==> src/hdl/tamag_pkg.sv <==
`default_nettype none

package tamag_pkg;

  localparam int unsigned DEF_SAMPLE_WIDTH  = 16;
  localparam int unsigned DEF_FRACTION_BITS = 16;

  // Smoothing weight: unsigned Q0.16 fraction.
  localparam int unsigned ALPHA_W = 16;
  localparam logic [ALPHA_W-1:0] ALPHA_RESET = 16'd6237;

  // Magnitude width, unsigned with 8 fraction bits.
  localparam int unsigned OUT_W = 24;

  // Per-request controls that the top level hands to every axis lane.
  typedef struct packed {
    logic start;   // request accepted this cycle
    logic load;    // first good sample: load the raw value
    logic update;  // good sample after priming: move the average
  } lane_ctl_t;

endpackage

`default_nettype wire

==> src/hdl/tamag_merge.sv <==
`default_nettype none

module tamag_merge #(
  parameter int unsigned SAMPLE_WIDTH = tamag_pkg::DEF_SAMPLE_WIDTH
) (
  input  logic                              clk_i,
  input  logic                              rst_ni,
  input  logic                              start_i,
  input  logic [2*(SAMPLE_WIDTH+8)-1:0]     sq_i [3],
  output logic                              done_o,
  output logic [tamag_pkg::OUT_W-1:0]       mag_o
);
  import tamag_pkg::*;

  localparam int unsigned RW   = SAMPLE_WIDTH + 9;
  localparam int unsigned SUMW = 2 * RW;
  localparam int unsigned RMW  = RW + 2;
  localparam int unsigned CW   = $clog2(RW + 1);
  localparam int unsigned XW   = (RW > OUT_W) ? RW : OUT_W;
  localparam logic [XW-1:0] OUT_MAX = XW'({OUT_W{1'b1}});

  logic [SUMW-1:0] rad_q;
  logic [RMW-1:0]  rem_q;
  logic [RW-1:0]   root_q;
  logic [CW-1:0]   cnt_q;
  logic            busy_q;
  logic            done_q;

  logic [SUMW-1:0] sum;
  logic [RMW-1:0]  rem_sh;
  logic [RMW-1:0]  trial;
  logic            fits;
  logic [XW-1:0]   root_x;

  always_comb begin
    sum    = SUMW'(sq_i[0]) + SUMW'(sq_i[1]) + SUMW'(sq_i[2]);
    // One root bit per cycle: bring down two radicand bits, try 4*root+1.
    rem_sh = {rem_q[RMW-3:0], rad_q[SUMW-1 -: 2]};
    trial  = {root_q, 2'b01};
    fits   = rem_sh >= trial;
    root_x = XW'(root_q);
    mag_o  = (root_x > OUT_MAX) ? OUT_W'(OUT_MAX) : OUT_W'(root_x);
  end

  always_ff @(posedge clk_i or negedge rst_ni) begin
    if (!rst_ni) begin
      busy_q <= 1'b0;
      done_q <= 1'b0;
      cnt_q  <= '0;
    end else begin
      done_q <= 1'b0;
      if (start_i) begin
        busy_q <= 1'b1;
        cnt_q  <= CW'(RW);
      end else if (busy_q) begin
        cnt_q <= cnt_q - CW'(1);
        if (cnt_q == CW'(1)) begin
          busy_q <= 1'b0;
          done_q <= 1'b1;
        end
      end
    end
  end

  always_ff @(posedge clk_i) begin
    if (start_i) begin
      rad_q  <= sum;
      rem_q  <= '0;
      root_q <= '0;
    end else if (busy_q) begin
      rad_q  <= rad_q << 2;
      rem_q  <= fits ? rem_sh - trial : rem_sh;
      root_q <= {root_q[RW-2:0], fits};
    end
  end

  assign done_o = done_q;

endmodule

`default_nettype wire

==> config.mk <==
export PLATFORM = sky130hd
export DESIGN_NAME = tamag_merge
export DESIGN_NICKNAME = d
export VERILOG_FILES = /design/src/hdl/tamag_pkg.sv /design/src/hdl/tamag_merge.sv
export SDC_FILE = /design/constraint.sdc
export NUM_CORES = 1
export LEC_CHECK = 0
export ABC_AREA = 1
export BUFFER_PORTS_ARGS = -buffer_cell sky130_fd_sc_hd__buf_2
export CAP_MARGIN = 15
export CELL_PAD_IN_SITES_DETAIL_PLACEMENT = 1
export CELL_PAD_IN_SITES_GLOBAL_PLACEMENT = 2
export CORE_MARGIN = 1
export CORE_UTILIZATION = 34
export DETAILED_ROUTE_END_ITERATION = 10
export PLACE_DENSITY = 0.85
export SLEW_MARGIN = 20
export SYNTH_ARGS = -nofsm -noshare
export SYNTH_HDL_FRONTEND = slang
export SYNTH_SLANG_ARGS = --single-unit
==> constraint.sdc <==
create_clock -name clk_i -period 7.74 [get_ports clk_i]
set_input_delay 1.548 -clock clk_i [delete_from_list [all_inputs] [get_ports clk_i]]
set_output_delay 1.548 -clock clk_i [all_outputs]
set_load 0.1 [all_outputs]
==> metrics.md <==
| Metric | Value |
|---|---|
| Outcome | complete, no violations |
| Post-route minimum period | between 4 and 5 ns |
| Leakage | around 7.2 nW |
| Number of flops mapped to enable cells by yosys | 50 |
| Clock root cell | clkbuf_16 |
| Die footprint | 34000 µm² |
| Ys async rst share | between 6 and 7% |
| Top cells by area, synth | nand2_1 24%, edfxtp_1 13%, inv_1 10%, dfxtp_1 8.9%, fa_1 8.7% |
| Most Frequent Cell on Critical Path | nand2_1 |
| DRT Pass-1 Iters | 4 |
| # rows | 66 |
| Worst Setup Path Type | in2reg |
| Synthesis-stage register bit count | 107 |
| Final setup fails | 0 |
| Top cells by count, synth | 710 x nand2_1, 314 x inv_1, 129 x nor2_1, 124 x nand3_1, 76 x ha_1 |
| Post-CTS resize count | 0 |
| Min-Delay Path Class | reg2reg |
| Hold-fix buffers at CTS | 0 |
| Post-synth top area cell | nand2_1 |
| Largest net degree at the start of global routing | 77 |
| Clk_lat worst skew | between 0.3 and 0.4 ns |
| TritonCTS clock tree | done |
| Max Clk Rate | ~240 MHz |
| Core area | ~33000 µm² |
| HPWL after DPL | 31300 µm |
| CP arrival | ~4.2 ns |
| Power per Cell Area | ~280 nW/µm² |
| Vias/cell | about 4.8 |
| Share of layout cells above drive strength 1 | 12.3% |
| Placer Congestion | just under 0.9 |
| WL final | approximately 37000 µm |
| ANT nets after route | 0 |
| Maximum fanout along the worst path | 4 |
| Area of the mapped netlist | ~11000 µm² |
| CTS buffer count | 9 |
| CP Launch Type | input port |
| Synthesized Nets | 2055 |
| Total gr overflow | 0 |
| Worst-path cell chain | buf_2, fa_1, ha_1, fa_1, nand2_1, nand3_1, nand3_1, nand2_1, nand2_1, nand2_1, xnor2_1, o21ai_0 |
| Initial antenna violation count | 0 |
| Ys Warns | 0 |
| Clock Path Buffers | 2 |
| Final total power | ~3.6 mW |
| Most frequent cell after synthesis | nand2_1 |
| Die X | 184 µm |
| H-tree Lvls | 3 |
| Area share of the largest cell type after synthesis | between 20% and 30% |
| Worst IR Drop VDD | 0.137 mV |
| Final #Nets | around 2200 |
| Top delay family on crit path | adder cells |
| Iter 0 DRT Violations | about 400 |
| Clock skew | ~0.011 ns |
| Final Hold Fails | 0 |
| Vias in the first global route | around 12000 |
| RSZ-0062 raised after global routing | false |
| Critical Path End Type | register |
| Vias | roughly 12000 |
| GRT Total Usage | a little under a quarter |
| CP Buf/Inv Count | 1 |
| Max Cap Violations | 0 |
| Port bufs | roughly 170 |
| Ports | approximately 170 |
| # Post-CTS Setup Buffers | 0 |
| Final period util | between 50% and 60% |
| Max-slew headroom | 34.7% |
| Part of the Yosys area used for sequential elements | between 20% and 30% |
| Total negative slack | 0 ns |
| Clk sinks | around 110 |
| Area delta synth->final | 14.2% |
| Drt wl/cell | 15.5 µm |
| Reg clk slew, reported paths | 0.08 ns |
| Distinct cells, synth | 37 |
| Slew Viols, Final | 0 |
| Syn Area/Cell | 6.34 µm² |
| Worst-Margin Slew | 0.980 ns |
| Slowest CP cell | fa_1 |
| Critical Path RT | around 7.9 ns |
| Cells after synthesis | 1783 |
| Die height | around 180 µm |
| Number of remaining DRC errors | 0 |
| Antenna diodes | 0 |
| Synth Flop Type | edfxtp_1 |
| Peak per-stage delay on the critical path | 0.48 ns |
| Initial Util | 34.7% |
| First-pass GRT wire length | 60700 µm |
path summary, 6_finish.rpt:
kind | from | to | slack (ns) | cells past startpoint
max in group asynchronous | rst_ni | cnt_q[0]$_DFFE_PN0P_ | 6.57 | 1
max reg2reg | root_q[24]$_SDFFE_PP0P_ | rem_q[14]$_SDFFE_PP0P_ | 4.26 | 13
min | rem_q[23]$_SDFFE_PP0P_ | rem_q[23]$_SDFFE_PP0P_ | 0.47 | 2
min reg2reg | rem_q[23]$_SDFFE_PP0P_ | rem_q[23]$_SDFFE_PP0P_ | 0.47 | 2
min in group asynchronous | rst_ni | cnt_q[4]$_DFFE_PN0P_ | 1.01 | 1
max | sq_i[1] | rad_q[13]$_DFFE_PP_ | 3.66 | 12
through the flow:
stage	instances	hold WS (ns)	instance area (µm²)	setup WS, ns	utilization, %
after floorplan	1783	0.433	11300	3.65	-
after global placement	2376	0.449	12600	3.34	38.7
after detailed placement	2376	0.458	12600	3.33	38.7
after CTS	2392	0.470	12900	3.71	39.6
after global routing	2392	0.490	12900	3.57	39.6
final	2392	0.465	12900	3.66	39.6
final cells by class:
cell class,instances,area [µm²]
clock buffer,10,229
clock inverter,6,47.5
fill,4383,19700
inverter,323,1210
multi-input combinational,1329,7300
sequential,107,2680
tap,442,553
timing repair buffer,175,886
layout by cell type (no fill, tap or decap), types with 2 or more instances in the layout:
| master | instances |
|---|---|
| clkbuf_16 | 9 |
| a21o_1 | 2 |
| nand3_1 | 124 |
| or2_2 | 6 |
| xnor2_1 | 17 |
| dfxtp_1 | 50 |
| nand4_1 | 22 |
| inv_2 | 6 |
| buf_2 | 171 |
| nand3b_1 | 21 |
| edfxtp_1 | 50 |
| inv_1 | 313 |
| nor2_2 | 5 |
| nor3_1 | 5 |
| fa_1 | 49 |
| nand3_2 | 9 |
| ha_1 | 76 |
| buf_4 | 4 |
| nand2_2 | 16 |
| a21oi_1 | 51 |
| inv_6 | 2 |
| clkinv_1 | 3 |
| nand2_1 | 710 |
| o21bai_1 | 9 |
| o22ai_1 | 25 |
| nor2_4 | 2 |
| nor4_1 | 3 |
| dfrtp_1 | 7 |
| nor2_1 | 129 |
| clkinv_2 | 2 |
| xor2_1 | 11 |
| and2_1 | 6 |
| o21ai_0 | 27 |
sequential cells by signal, indices dropped and copies added (netlist names):
signal,count
rad_q,50
rem_q,25
root_q,25
cnt_q,5
busy_q,1
done_o,1
per-layer routing:
layer  track usage (%)  wire length, µm  vias to the layer above  share of wire (%)
met1              28.0            16600                     5409                 45
met5                 0                0                        -                  0
met3              2.00              964                       48                2.6
li1                  -                -                     5838                  -
met4              7.90              989                        0                2.7
met2              41.6            18400                      207                 50
worst register-to-register path, stage by stage, from the launching register on:
cell and delay [ns]:
dfxtp_1 0.32, clkinv_1 0.69, ha_1 0.64, nand2_1 0.14, nor2_2 0.08, inv_1 0.06
nor2_1 0.05, nand2_1 0.10, inv_1 0.09, a21oi_4 0.18, nand3_4 0.36, nor2_8 0.49
nand2_1 0.11, nand3_1 0.11
kinds of logic (layout without fill, tap and decap cells):
family / after synthesis / in the layout / synth area share (%)
AO/OA/AOI/OAI: 115 / 115 / 5.71
XOR/XNOR: 28 / 28 / 2.17
adder cells (fa/ha/maj): 125 / 125 / 17.1
buffers and inverters: 347 / 514 / 11.7
flip-flops: 107 / 107 / 23.7
AND/OR/NAND/NOR: 1061 / 1061 / 39.6
where the power goes:
| group | internal, mW | switching [mW] | total [mW] | leakage [nW] |
|---|---|---|---|---|
| registers | 0.756 | 0.0720 | 0.828 | 1.03 |
| clock network | 0.223 | 0.237 | 0.460 | 0.135 |
| logic | 0.746 | 1.52 | 2.27 | 5.99 |
Note: power is estimated with default switching activity, not from simulation.
